File: config.mk
export PLATFORM = sky130hd
export DESIGN_NAME = button_gesture_mode_fsm_unit_flat
export DESIGN_NICKNAME = d
export VERILOG_FILES = /design/src/rtl/core/bgm_pkg.sv /design/src/rtl/core/bgm_if.sv /design/src/rtl/core/bgm_cfg.sv /design/src/rtl/core/bgm_engine.sv /design/src/rtl/core/button_gesture_mode_fsm_unit.sv /design/src/flat_wrapper.sv
export VERILOG_INCLUDE_DIRS = /design/src /design/src/rtl/core
export SDC_FILE = /design/constraint.sdc
export NUM_CORES = 1
export LEC_CHECK = 0
export ABC_AREA = 1
export BUFFER_PORTS_ARGS = -buffer_cell sky130_fd_sc_hd__buf_2
export CORE_MARGIN = 2
export CORE_UTILIZATION = 60
export DETAILED_ROUTE_END_ITERATION = 7
export HOLD_SLACK_MARGIN = 0.12
export PLACE_DENSITY = 0.85
export SLEW_MARGIN = 20
export SYNTH_ARGS = -nofsm -noshare
export SYNTH_HDL_FRONTEND = slang
export SYNTH_SLANG_ARGS = --single-unit
File: constraint.sdc
create_clock -name clk -period 4.56 [get_ports clk]
set_input_delay 1.368 -clock clk [delete_from_list [all_inputs] [get_ports clk]]
set_output_delay 1.368 -clock clk [all_outputs]
set_load 0.01 [all_outputs]
File: src/rtl/core/button_gesture_mode_fsm_unit_macros.svh
`ifndef BUTTON_GESTURE_MODE_FSM_UNIT_MACROS_SVH
`define BUTTON_GESTURE_MODE_FSM_UNIT_MACROS_SVH

// Same-cycle implication, sampled on clk, off while arst_n is low.
`define BGM_ASSERT_IMP(lbl, ante, cons) \
	lbl: assert property (@(posedge clk) disable iff (!arst_n) (ante) |-> (cons)) \
		else $error("bgm assertion failed");

// Next-cycle implication, sampled on clk, off while arst_n is low.
`define BGM_ASSERT_NEXT(lbl, ante, cons) \
	lbl: assert property (@(posedge clk) disable iff (!arst_n) (ante) |=> (cons)) \
		else $error("bgm assertion failed");

`endif

File: src/rtl/core/bgm_pkg.sv
`timescale 1ns / 1ps
package bgm_pkg;

	localparam int CFG_IDX_W  = 8;
	localparam int CFG_DATA_W = 16;
	localparam int CLICK_W    = 3;

	typedef enum logic [CFG_IDX_W-1:0] {
		CFG_HOLD_SHORT   = 8'd0,
		CFG_HOLD_LONG    = 8'd1,
		CFG_CLICK_WINDOW = 8'd2,
		CFG_IDLE_LIMIT   = 8'd3
	} cfg_idx_t;

	localparam logic [CFG_DATA_W-1:0] HOLD_SHORT_RST   = 16'd3000;
	localparam logic [CFG_DATA_W-1:0] HOLD_LONG_RST    = 16'd7000;
	localparam logic [CFG_DATA_W-1:0] CLICK_WINDOW_RST = 16'd300;
	localparam logic [CFG_DATA_W-1:0] IDLE_LIMIT_RST   = 16'd10000;

	localparam logic [CLICK_W-1:0] CLICK_MAX = 3'd7;

	typedef enum logic [1:0] {
		MODE_NONE  = 2'd0,
		MODE_USER  = 2'd1,
		MODE_MENU  = 2'd2,
		MODE_ALERT = 2'd3
	} mode_t;

	typedef enum logic [1:0] {
		HOLD_NONE         = 2'd0,
		HOLD_OPEN_MENU    = 2'd1,
		HOLD_REMOVE_USER  = 2'd2,
		HOLD_DISMISS_MENU = 2'd3
	} hold_act_t;

	typedef enum logic [1:0] {
		CLICK_NONE      = 2'd0,
		CLICK_CONFIRM   = 2'd1,
		CLICK_DISMISS   = 2'd2,
		CLICK_NEXT_USER = 2'd3
	} click_act_t;

	typedef enum logic {
		CMD_TICK  = 1'b0,
		CMD_ALERT = 1'b1
	} cmd_t;

	typedef struct packed {
		logic [CFG_DATA_W-1:0] hold_short;
		logic [CFG_DATA_W-1:0] hold_long;
		logic [CFG_DATA_W-1:0] click_window;
		logic [CFG_DATA_W-1:0] idle_limit;
	} cfg_regs_t;

	typedef struct packed {
		mode_t      mode;
		hold_act_t  hold_action;
		click_act_t click_action;
		logic       add_user;
	} result_t;

endpackage

File: src/rtl/core/bgm_if.sv
`timescale 1ns / 1ps
interface bgm_in_if;
	logic valid;
	logic ready;
	logic cmd;
	logic button_pressed;

	modport source (output valid, output cmd, output button_pressed, input ready);
	modport sink (input valid, input cmd, input button_pressed, output ready);
endinterface

interface bgm_out_if;
	logic       valid;
	logic       ready;
	logic [1:0] mode;
	logic [1:0] hold_action;
	logic [1:0] click_action;
	logic       add_user;

	modport source (output valid, output mode, output hold_action, output click_action,
		output add_user, input ready);
	modport sink (input valid, input mode, input hold_action, input click_action,
		input add_user, output ready);
endinterface

interface bgm_cfg_if;
	logic        valid;
	logic        ready;
	logic [7:0]  index;
	logic [15:0] data;

	modport source (output valid, output index, output data, input ready);
	modport sink (input valid, input index, input data, output ready);
endinterface

File: src/rtl/core/bgm_cfg.sv
`timescale 1ns / 1ps
module bgm_cfg
	import bgm_pkg::*;
(
	input  logic       clk,
	input  logic       arst_n,
	bgm_cfg_if.sink    cfg,
	output cfg_regs_t  regs
);

	cfg_regs_t regs_q;

	assign cfg.ready = 1'b1;
	assign regs = regs_q;

	always_ff @(posedge clk or negedge arst_n) begin
		if (!arst_n) begin
			regs_q.hold_short   <= HOLD_SHORT_RST;
			regs_q.hold_long    <= HOLD_LONG_RST;
			regs_q.click_window <= CLICK_WINDOW_RST;
			regs_q.idle_limit   <= IDLE_LIMIT_RST;
		end else if (cfg.valid) begin
			// unknown indexes drop silently
			case (cfg.index)
				CFG_HOLD_SHORT:   regs_q.hold_short   <= cfg.data;
				CFG_HOLD_LONG:    regs_q.hold_long    <= cfg.data;
				CFG_CLICK_WINDOW: regs_q.click_window <= cfg.data;
				CFG_IDLE_LIMIT:   regs_q.idle_limit   <= cfg.data;
				default: ;
			endcase
		end
	end

endmodule

File: src/rtl/core/bgm_engine.sv
`timescale 1ns / 1ps
module bgm_engine
	import bgm_pkg::*;
#(
	parameter int TIMER_BITS = 16
) (
	input  logic      clk,
	input  logic      arst_n,
	input  logic      advance,
	input  logic      cmd,
	input  logic      pressed,
	input  cfg_regs_t regs,
	output result_t   result
);

	localparam int CW = (TIMER_BITS > CFG_DATA_W) ? TIMER_BITS : CFG_DATA_W;

	mode_t                 mode_q, mode_d;
	logic                  hold_q, hold_d;
	logic [TIMER_BITS-1:0] hold_el_q, hold_el_d;
	logic [CLICK_W-1:0]    clicks_q, clicks_d;
	logic [TIMER_BITS-1:0] since_rel_q, since_rel_d;
	logic [TIMER_BITS-1:0] since_act_q, since_act_d;
	hold_act_t             hold_act;
	click_act_t            click_act;
	logic                  add;

	function automatic logic [TIMER_BITS-1:0] sat_inc(input logic [TIMER_BITS-1:0] v);
		return (&v) ? v : v + TIMER_BITS'(1);
	endfunction

	// next state
	always_comb begin
		mode_d      = mode_q;
		hold_d      = hold_q;
		hold_el_d   = hold_el_q;
		clicks_d    = clicks_q;
		since_rel_d = since_rel_q;
		since_act_d = since_act_q;
		hold_act    = HOLD_NONE;
		click_act   = CLICK_NONE;
		add         = 1'b0;
		if (cmd == CMD_ALERT) begin
			mode_d = MODE_ALERT;
		end else begin
			since_rel_d = sat_inc(since_rel_q);
			since_act_d = sat_inc(since_act_q);
			if (hold_q)
				hold_el_d = sat_inc(hold_el_q);
			if (pressed) begin
				if (!hold_q) begin
					hold_d    = 1'b1;
					hold_el_d = '0;
				end
				since_act_d = '0;
				case (mode_q)
					MODE_NONE: begin
						if (CW'(hold_el_d) >= CW'(regs.hold_short)) begin
							mode_d   = MODE_MENU;
							hold_act = HOLD_OPEN_MENU;
							hold_d   = 1'b0;
						end
					end
					MODE_USER: begin
						if (CW'(hold_el_d) >= CW'(regs.hold_long)) begin
							mode_d   = MODE_NONE;
							hold_act = HOLD_REMOVE_USER;
							hold_d   = 1'b0;
						end
					end
					MODE_MENU: begin
						if (CW'(hold_el_d) >= CW'(regs.hold_short)) begin
							mode_d   = MODE_NONE;
							hold_act = HOLD_DISMISS_MENU;
							hold_d   = 1'b0;
						end
					end
					default: ;
				endcase
			end else if (hold_q) begin
				hold_d      = 1'b0;
				since_rel_d = '0;
				if (clicks_q != CLICK_MAX)
					clicks_d = clicks_q + CLICK_W'(1);
			end

			// resolve clicks once the release gap exceeds the window
			if (clicks_d != '0 && CW'(since_rel_d) > CW'(regs.click_window)) begin
				if (mode_d == MODE_ALERT) begin
					if (clicks_d == CLICK_W'(1)) begin
						mode_d    = MODE_USER;
						click_act = CLICK_CONFIRM;
					end else if (clicks_d == CLICK_W'(2)) begin
						mode_d    = MODE_USER;
						click_act = CLICK_DISMISS;
					end
				end else if (mode_d == MODE_MENU && clicks_d == CLICK_W'(1)) begin
					click_act = CLICK_NEXT_USER;
				end
				clicks_d    = '0;
				since_act_d = '0;
			end

			if (mode_d == MODE_MENU && CW'(since_act_d) >= CW'(regs.idle_limit)) begin
				mode_d      = MODE_USER;
				add         = 1'b1;
				since_act_d = '0;
			end
		end
	end

	// outputs
	always_comb begin
		result.mode         = mode_d;
		result.hold_action  = hold_act;
		result.click_action = click_act;
		result.add_user     = add;
	end

	always_ff @(posedge clk or negedge arst_n) begin
		if (!arst_n) begin
			mode_q      <= MODE_NONE;
			hold_q      <= 1'b0;
			hold_el_q   <= '0;
			clicks_q    <= '0;
			since_rel_q <= '0;
			since_act_q <= '0;
		end else if (advance) begin
			mode_q      <= mode_d;
			hold_q      <= hold_d;
			hold_el_q   <= hold_el_d;
			clicks_q    <= clicks_d;
			since_rel_q <= since_rel_d;
			since_act_q <= since_act_d;
		end
	end

endmodule

File: src/rtl/core/button_gesture_mode_fsm_unit.sv
`timescale 1ns / 1ps
// Button gesture and UI mode controller. Each request is either a one
// millisecond tick carrying the debounced button level or an alert command;
// each yields exactly one result with the new mode and any hold, click or
// add-user action. Throughput is one request per clock cycle unless output
// stalls: a request is captured in an input register, the mode machine
// and its counters update in a single pass as it moves into the result
// register, and the result waits there until taken while the next request
// is already captured. Elapsed counters are TIMER_BITS wide and saturate.
// Configuration registers: 0 short hold, 1 long hold, 2 click window,
// 3 menu idle limit; write only while no request is in flight.
module button_gesture_mode_fsm_unit
	import bgm_pkg::*;
#(
	parameter int TIMER_BITS = 16
) (
	input  logic       clk,
	input  logic       arst_n,
	bgm_cfg_if.sink    cfg,
	bgm_in_if.sink     item_in,
	bgm_out_if.source  item_out
);

	`include "button_gesture_mode_fsm_unit_macros.svh"

	cfg_regs_t regs;
	result_t   result;
	result_t   result_q;
	logic      valid_s1;
	logic      cmd_s1;
	logic      pressed_s1;
	logic      out_valid_q;
	logic      advance;

	assign advance       = valid_s1 && (!out_valid_q || item_out.ready);
	assign item_in.ready = !valid_s1 || advance;

	always_ff @(posedge clk or negedge arst_n) begin
		if (!arst_n)
			valid_s1 <= 1'b0;
		else if (item_in.ready)
			valid_s1 <= item_in.valid;
	end

	always_ff @(posedge clk) begin
		if (item_in.ready && item_in.valid) begin
			cmd_s1     <= item_in.cmd;
			pressed_s1 <= item_in.button_pressed;
		end
	end

	bgm_cfg u_cfg (
		.clk    (clk),
		.arst_n (arst_n),
		.cfg    (cfg),
		.regs   (regs)
	);

	bgm_engine #(
		.TIMER_BITS (TIMER_BITS)
	) u_engine (
		.clk     (clk),
		.arst_n  (arst_n),
		.advance (advance),
		.cmd     (cmd_s1),
		.pressed (pressed_s1),
		.regs    (regs),
		.result  (result)
	);

	always_ff @(posedge clk or negedge arst_n) begin
		if (!arst_n)
			out_valid_q <= 1'b0;
		else if (advance)
			out_valid_q <= 1'b1;
		else if (item_out.ready)
			out_valid_q <= 1'b0;
	end

	always_ff @(posedge clk) begin
		if (advance)
			result_q <= result;
	end

	assign item_out.valid        = out_valid_q;
	assign item_out.mode         = result_q.mode;
	assign item_out.hold_action  = result_q.hold_action;
	assign item_out.click_action = result_q.click_action;
	assign item_out.add_user     = result_q.add_user;

	`BGM_ASSERT_NEXT(a_advance_fills, advance, out_valid_q)
	`BGM_ASSERT_IMP(a_open_to_menu, out_valid_q && result_q.hold_action == HOLD_OPEN_MENU,
		result_q.mode == MODE_MENU || result_q.mode == MODE_USER)
	`BGM_ASSERT_IMP(a_add_to_user, out_valid_q && result_q.add_user,
		result_q.mode == MODE_USER)
	`BGM_ASSERT_IMP(a_alert_click, out_valid_q && (result_q.click_action == CLICK_CONFIRM ||
		result_q.click_action == CLICK_DISMISS), result_q.mode == MODE_USER)

endmodule
File: src/flat_wrapper.sv
// flat-port wrapper written by rule: the top's interface ports become plain ports
module button_gesture_mode_fsm_unit_flat import bgm_pkg::*;
#(
	parameter int TIMER_BITS = 16
)
  (clk, arst_n, cfg_valid, cfg_index, cfg_data, cfg_ready, item_in_valid, item_in_cmd, item_in_button_pressed, item_in_ready, item_out_valid, item_out_mode, item_out_hold_action, item_out_click_action, item_out_add_user, item_out_ready);
  bgm_cfg_if cfg_i ();
  bgm_in_if item_in_i ();
  bgm_out_if item_out_i ();
  input  logic clk;
  input  logic arst_n;
  input wire logic [$bits(cfg_i.valid)-1:0] cfg_valid;
  input wire logic [$bits(cfg_i.index)-1:0] cfg_index;
  input wire logic [$bits(cfg_i.data)-1:0] cfg_data;
  output wire logic [$bits(cfg_i.ready)-1:0] cfg_ready;
  input wire logic [$bits(item_in_i.valid)-1:0] item_in_valid;
  input wire logic [$bits(item_in_i.cmd)-1:0] item_in_cmd;
  input wire logic [$bits(item_in_i.button_pressed)-1:0] item_in_button_pressed;
  output wire logic [$bits(item_in_i.ready)-1:0] item_in_ready;
  output wire logic [$bits(item_out_i.valid)-1:0] item_out_valid;
  output wire logic [$bits(item_out_i.mode)-1:0] item_out_mode;
  output wire logic [$bits(item_out_i.hold_action)-1:0] item_out_hold_action;
  output wire logic [$bits(item_out_i.click_action)-1:0] item_out_click_action;
  output wire logic [$bits(item_out_i.add_user)-1:0] item_out_add_user;
  input wire logic [$bits(item_out_i.ready)-1:0] item_out_ready;
  assign cfg_i.valid = cfg_valid;
  assign cfg_i.index = cfg_index;
  assign cfg_i.data = cfg_data;
  assign cfg_ready = cfg_i.ready;
  assign item_in_i.valid = item_in_valid;
  assign item_in_i.cmd = item_in_cmd;
  assign item_in_i.button_pressed = item_in_button_pressed;
  assign item_in_ready = item_in_i.ready;
  assign item_out_valid = item_out_i.valid;
  assign item_out_mode = item_out_i.mode;
  assign item_out_hold_action = item_out_i.hold_action;
  assign item_out_click_action = item_out_i.click_action;
  assign item_out_add_user = item_out_i.add_user;
  assign item_out_i.ready = item_out_ready;
  button_gesture_mode_fsm_unit #(.TIMER_BITS(TIMER_BITS)) u_core (.clk(clk), .arst_n(arst_n), .cfg(cfg_i), .item_in(item_in_i), .item_out(item_out_i));
endmodule
# --- After elaboration in Yosys (flattened, before gate mapping) ---
# Cells that the tools add are included.
word_totals:
  ff_bits: 129
  in_bits: 31
  output_inout_bits: 10
op_classes:
  addsub: 4
  n_lt_le_gt_ge: 4
  n_eq_ne: 11
  muxes: 48
  bitwise_logic: 3
  reduce_logical: 24
op_table:
  columns: ["cell", "n"]
  rows:
  - ["16-bit two-way mux", 15]
  - ["16-bit by 1-bit adder with 16-bit output, second input constant", 3]
  - ["16-bit >= comparator", 3]
  - ["16-bit AND reduction", 3]
  - ["2-bit two-way mux", 18]
  - ["8-bit by 2-bit == test with 1-bit output, second input constant", 2]
  - ["16-bit > comparator", 1]
  - ["3-bit two-way mux", 5]
  - ["2-bit case mux with 3 select lines", 2]
  - ["2-bit AND reduction", 5]
  - ["2-bit == test, second input constant", 4]
  - ["8-bit by 1-bit == test with 1-bit output, second input constant", 1]
  - ["8-bit logical NOT", 1]
  - ["1-bit two-way mux", 7]
  - ["2-bit OR reduction", 3]
  - ["1-bit logical AND", 5]
  - ["3-bit by 1-bit adder with 3-bit output, second input constant", 1]
  - ["3-bit by 1-bit == test with 1-bit output, second input constant", 1]
  - ["3-bit by 2-bit == test with 1-bit output, second input constant", 1]
  - ["3-bit != test, second input constant", 1]
  - ["1-bit inverter", 3]
  - ["3-bit nonzero test", 1]
  - ["2-bit by 1-bit == test with 1-bit output, second input constant", 1]
  - ["1-bit logical NOT", 2]
  - ["4 further kinds", 5]

# --- Depth between registers and ports, before layout ---
logic_depth:
  ltp_word: 20
  ltp_mapped: 36

# --- Cells and area by module ---
# A second synthesis with hierarchy kept.
hier_totals:
  hier_cells: 1177
  area_unflattened_um2: 8773.4
by_module_without_submodules:
  columns: ["module", "n_inst", "cells_per_inst", "area_per_inst_um2"]
  rows:
  - ["bgm_engine", 1, 859, 5584.1]
  - ["bgm_cfg", 1, 297, 2824.0]
  - ["button_gesture_mode_fsm_unit", 1, 21, 365.4]

# --- Least setup slack after synthesis ---
# Ideal clock, no wire load.
synth_path:
  kind: "register to register"
  startpoint: "register u_core.u_engine.since_rel_q[0]"
  endpoint: "register u_core.result_q, in the netlist u_core.item_out.add_user, data pin"
  setup_time_ps: 259
  arrival_time_ps: 3898
  required_ps: 4301
  slack_ps: 404
  path_stages_with_launch: 31
  path_buffers: 2
  synth_period_minus_slack_ps: 4156
  cell_sequence: "dfrtp_1 > ha_1 > nand3_1 > nor2_1 > nand2_1 > inv_1 > nand4_1 > inv_1 > nor3_1 > xor2_1 > inv_1 > nor2_1 > ha_1 > nand2_1 > nor3_1 > nor2b_1 > nor2_4 > nand2_4 > nand2_4 > buf_8 > nor2_4 > ha_1 > a21oi_1 > o21ai_0 > nand2_1 > nand2_1 > nand2_1 > nand3_1 > nand3_1 > buf_2 > nor2_1"
synth_via:
  elab_chain_len: 12
synth_lines:
  columns: ["item", "line", "text"]
  rows:
  - ["from (decl)", "bgm_engine.sv:22", "logic [TIMER_BITS-1:0] since_rel_q, since_rel_d;"]
  - ["from (signal assigned)", "bgm_engine.sv:133", "since_rel_q <= since_rel_d;"]
  - ["16-bit by 1-bit adder with 16-bit output / 16-bit AND reduction (equally long branches)", "bgm_engine.sv:29", "return (&v) ? v : v + TIMER_BITS'(1);"]
  - ["16-bit two-way mux (*)", "bgm_engine.sv:29", null]
  - ["16-bit two-way mux", "bgm_engine.sv:80", "end else if (hold_q) begin"]
  - ["16-bit two-way mux (*)", "bgm_engine.sv:50", "if (pressed) begin"]
  - ["16-bit two-way mux (*)", "bgm_engine.sv:43", "if (cmd == CMD_ALERT) begin"]
  - ["16-bit > comparator (*)", "bgm_engine.sv:88", "if (clicks_d != '0 && CW'(since_rel_d) > CW'(regs.click_window)) begin"]
  - ["1-bit logical AND (*)", "bgm_engine.sv:88", null]
  - ["16-bit two-way mux / 2-bit two-way mux (equally long branches)", "bgm_engine.sv:88", null]
  - ["16-bit two-way mux / 2-bit two-way mux (equally long branches)", "bgm_engine.sv:43", null]
  - ["16-bit >= comparator / 2-bit == test (equally long branches)", "bgm_engine.sv:104", "if (mode_d == MODE_MENU && CW'(since_act_d) >= CW'(regs.idle_limit)) begin"]
  - ["1-bit logical AND (*)", "bgm_engine.sv:104", null]
  - ["1-bit two-way mux (*)", "bgm_engine.sv:104", null]
  - ["to (signal assigned)", "button_gesture_mode_fsm_unit.sv:82", "result_q <= result;"]
  - ["to (decl)", "button_gesture_mode_fsm_unit.sv:28", "result_t result_q;"]
# Every way passes the cells marked *; elsewhere a longest branch is shown, timed or not. The select of a mux whose other input is x is not followed.
# A chain may end at the register's enable or synchronous reset.

# --- Final worst setup path ---
layout_path:
  startpoint: "register u_core.u_engine.since_rel_q[1]"
  endpoint: "register u_core.u_engine.since_act_q[7]"
layout_via:
  elab_chain_len: 12
layout_lines:
  columns: ["item", "line", "text"]
  rows:
  - ["16-bit by 1-bit adder with 16-bit output / 16-bit AND reduction (equally long branches)", "bgm_engine.sv:29", null]
  - ["16-bit two-way mux (*)", "bgm_engine.sv:29", null]
  - ["16-bit two-way mux", "bgm_engine.sv:80", null]
  - ["16-bit two-way mux (*)", "bgm_engine.sv:50", null]
  - ["16-bit two-way mux (*)", "bgm_engine.sv:43", null]
  - ["16-bit > comparator (*)", "bgm_engine.sv:88", null]
  - ["1-bit logical AND (*)", "bgm_engine.sv:88", null]
  - ["16-bit two-way mux / 2-bit two-way mux (equally long branches)", "bgm_engine.sv:88", null]
  - ["16-bit two-way mux / 2-bit two-way mux (equally long branches)", "bgm_engine.sv:43", null]
  - ["16-bit >= comparator / 2-bit == test (equally long branches)", "bgm_engine.sv:104", null]
  - ["1-bit logical AND", "bgm_engine.sv:104", null]
  - ["16-bit two-way mux (*)", "bgm_engine.sv:104", null]
  - ["to (signal assigned)", "bgm_engine.sv:134", "since_act_q <= since_act_d;"]
  - ["to (decl)", "bgm_engine.sv:23", "logic [TIMER_BITS-1:0] since_act_q, since_act_d;"]
# Marked as above.

==> results.md <==
* Outcome: finished clean
* Starting density of the core at 60.6%
* DR WL/cell at about 15 um
* Yosys warnings at 0
* Syn nets at roughly 1200
* Worst setup EP type: register
* Crit path largest cell delay at 0.38 ns
* Startpoint Class: register
* Critical Path End: u_core.u_engine.since_act_q[7]
* CTS H-Tree Depth at 4
* Final Max Tran Viols at 0
* GPL Wtd Cong at roughly 0.95
* Largest net degree at the start of global routing at between 60 and 70
* DP HPWL at 13.7 mm
* Max-cap violations at 0
* Worst Slack Setup Final at 0.198 ns
* Crit path required time at between 4 and 5 ns
* Die Area at 0.0148 mm2
* GRT overflow at 0
* DR vias at roughly 7500
* Fin. Hold Viols at 0
* Finished Layout Cells at between 1000 and 1500
* Final setup fails at 0
* Die W at about 120 um
* Total track usage at 28.7%
* Multi-input combinational cell area at roughly 0.0043 mm2
* Clk pin slew, worst setup/hold paths at 0.06 ns
* Drt first pass iters at 7
* Distinct cells, synth at 47
* Synth Instances at between 1000 and 1500
* Leakage power at between 4 and 5 nW
* WS Path Type: register to register
* Worst VDD drop at between 200 and 300 uV
* Nets at 1240
* CTS tree: yes
* Register Area at between 0.003 and 0.004 mm2
* # rows at 43
* R2R Setup Slk at a little under 0.2 ns
* ANT nets after route at 0
* Placed insts at roughly 1300
* Synth area leaders: dfrtp_1 (29%), nand2_1 (13%), ha_1 (10%), inv_1 (7.8%), dfstp_2 (7.3%)
* Avg Cell Area, Syn at 7.58 um2
* Reg-to-reg endpoint: u_core.u_engine.since_act_q[7]
* Vias in the first global route at 7203
* Worst Skew at a little over 0.006 ns
* Final WL at between 20 and 25 mm
* Reg2reg path depth at 26
* CP max FO at 13
* Sequential fraction of the synthesis area at roughly two fifths
* Die Ht at approximately 120 um
* Global-route wire length before repair at between 30 and 40 mm
* Fill count at 1007
* Core area at about 0.014 mm2
* Slowest CP cell: or3_1
* Skew-Pair Late Insertion Delay at 0.43 ns
* Synth area leader: dfrtp_1
* PD cells at roughly 480 mW/mm2
* Via density per instance at ~5.6
* Worst Setup SP: u_core.u_engine.since_rel_q[1]
* Reg2Reg Launch Point: u_core.u_engine.since_rel_q[1]
* Period minus WS final at 4.36 ns
* Top cell type's share of synthesized area at 29.2%
* Design Area, Final at approximately 0.0095 mm2
* CP most frequent cell: nand2_1
* CTS Buffer Depth at 2
* I/O Pins at 41
* Synthesized flop and latch total at 129
* Hold crit path type: register to register
* Placed cell area at ~0.0087 mm2
* Pre-CTS WS at -0.0993 ns
* Slew Limit Headroom at a little over a third
* Fmax at 0.229 GHz
* Clock sink count at between 100 and 150
* Worst Tran Pin Value at roughly 0.95 ns
* First DRT Iteration DRCs at 517
* Area Growth Syn to Fin at 13.8%
* # DRC at 0
* Share of cells above drive strength 1 at a little over an eighth
* Worst Path Arrival at ~4.7 ns
* Initial antenna violation count at 0
* ANT cells at 0
* CTS buffer count at 17
* Setup TNS at 0 ns
* Root Driver: clkbuf_16
* PortBufs at 39
* Tcrit/Tclk final at between 90% and 100%
* Synth Cell Area at about 0.0083 mm2
* Fin util at between 60% and 70%
-- cell usage after synthesis, drive strengths merged --
cell and instances:
o22ai 4, xnor2 3, nor3 23, conb 1
nand2 281, a211oi 3, or2 7, clkbuf 20
dfrtp 97, nand4 15, nor2 80, nor2b 1
nand3b 2, o21a 3, nor4 2, or3 1
or4 1, o31ai 1, inv 177, ha 68
a32o 1, a21oi 37, edfxtp 9, buf 9
o21bai 5, nand3 75, clkinv 1, o21ai 112
xor2 30, a221oi 1, dfstp 23, a31oi 1
nor3b 1, o311ai 1, o211ai 1
-- registers in the layout, indices dropped and copies added, names as in the netlist --
register / count
u_core.item_out.hold_action: 2
u_core.cmd_s1: 1
u_core.valid_s1: 1
u_core.pressed_s1: 1
u_core.item_out.mode: 2
u_core.item_out.valid: 1
u_core.u_engine.since_rel_q: 16
u_core.item_out.click_action: 2
u_core.u_engine.hold_q: 1
u_core.u_engine.mode_q: 2
u_core.u_engine.since_act_q: 16
u_core.u_engine.clicks_q: 3
u_core.u_cfg.regs: 64
u_core.u_engine.hold_el_q: 16
u_core.item_out.add_user: 1
-- critical path, delay by kind of cell (launching register included) --
family	cells	cell delay, ns
AO/OA/AOI/OAI	5	0.84
adder cells (fa/ha/maj)	3	0.76
buffers and inverters	3	0.35
flip-flops	1	0.37
AND/OR/NAND/NOR	15	1.98
-- placed cells by master, fill, tap and decap left out, types with 2 or more instances in the layout --
cell          n
a21oi_1      36
buf_2        38
o21bai_1      5
xor2_1       30
or2_2         7
buf_12        3
inv_2         5
o21ai_1       3
nand2_2       3
buf_4        12
inv_6         4
nand2_8       2
dfstp_2      23
ha_1         68
xnor2_1       3
nand2_1     276
nand3_1      73
clkinvlp_4    4
nand3b_1      2
inv_1       172
edfxtp_1      9
clkinv_4      2
a211oi_1      2
nor2_2        6
o22ai_1       4
nor3_1       19
dfrtp_1      97
nor2_1       60
nor3_2        4
nor2_4       14
o21ai_0     108
nor4_1        2
nand4_1      15
o21a_1        3
clkbuf_16    19
-- routing by layer --
layer	part of all wire (%)	wire (um)	up-vias	global-route usage, %
met1	43	8790	3519	37.9
met5	0	0	-	0
met3	5.1	1050	44	4.26
met2	49	9980	279	47.6
li1	-	-	3630	-
met4	2.9	600	0	12.1
-- worst min-delay path by stage --
stage,start,to,slack (ns),cells after the start
finish,u_core.u_cfg.regs[27],u_core.u_cfg.regs[27],0.49,2
global route,u_core.u_cfg.regs[1],u_core.u_cfg.regs[1],0.51,2
CTS,u_core.u_cfg.regs[49],u_core.u_cfg.regs[49],0.49,2
detailed placement,u_core.u_cfg.regs[49],u_core.u_cfg.regs[49],0.47,2
global placement,u_core.u_cfg.regs[34],u_core.u_cfg.regs[34],0.47,2
floorplan,u_core.u_cfg.regs[11],u_core.u_cfg.regs[11],0.45,2
-- kinds of logic after synthesis --
family / after synthesis / synth area share, %
buffers and inverters: 207 / 9.69
AND/OR/NAND/NOR: 489 / 25.9
XOR/XNOR: 33 / 3.48
other: 1 / 0.0451
adder cells (fa/ha/maj): 68 / 10.2
flip-flops: 129 / 39.7
AO/OA/AOI/OAI: 170 / 10.9
-- through the flow --
| step | hold slack, ns | power, W |
|---|---|---|
| detailed placement | 0.473 | 0.00298 |
| global route | 0.515 | 0.00484 |
| floorplan | 0.453 | 0.00259 |
| finish | 0.488 | 0.00458 |
| CTS | 0.488 | 0.00441 |
| global placement | 0.466 | 0.00294 |
-- where the power goes --
group | leakage (nW) | switching [W] | internal [W]
clock network | 0.287 | 0.000540 | 0.000837
registers | 1.65 | 0.000156 | 0.00133
logic | 2.67 | 0.00110 | 0.000615
total | 4.60 | 0.00180 | 0.00278
-- what timing repair did --
action,in CTS,in global routing
pin swaps,0,3
cloned,0,1
gates resized for setup,2,21
setup buffers,0,5
hold buffers,0,0
setup endpoints to repair,17,21
-- area by class of cell --
cell class | count | area share (%)
tap | 180 | 2.38
clock buffer | 20 | 5.17
timing repair buffer | 53 | 3.60
sequential | 129 | 34.9
inverter | 178 | 7.07
clock inverter | 12 | 1.26
multi-input combinational | 762 | 45.6
No activity file was read; power rests on OpenSTA's default activity.
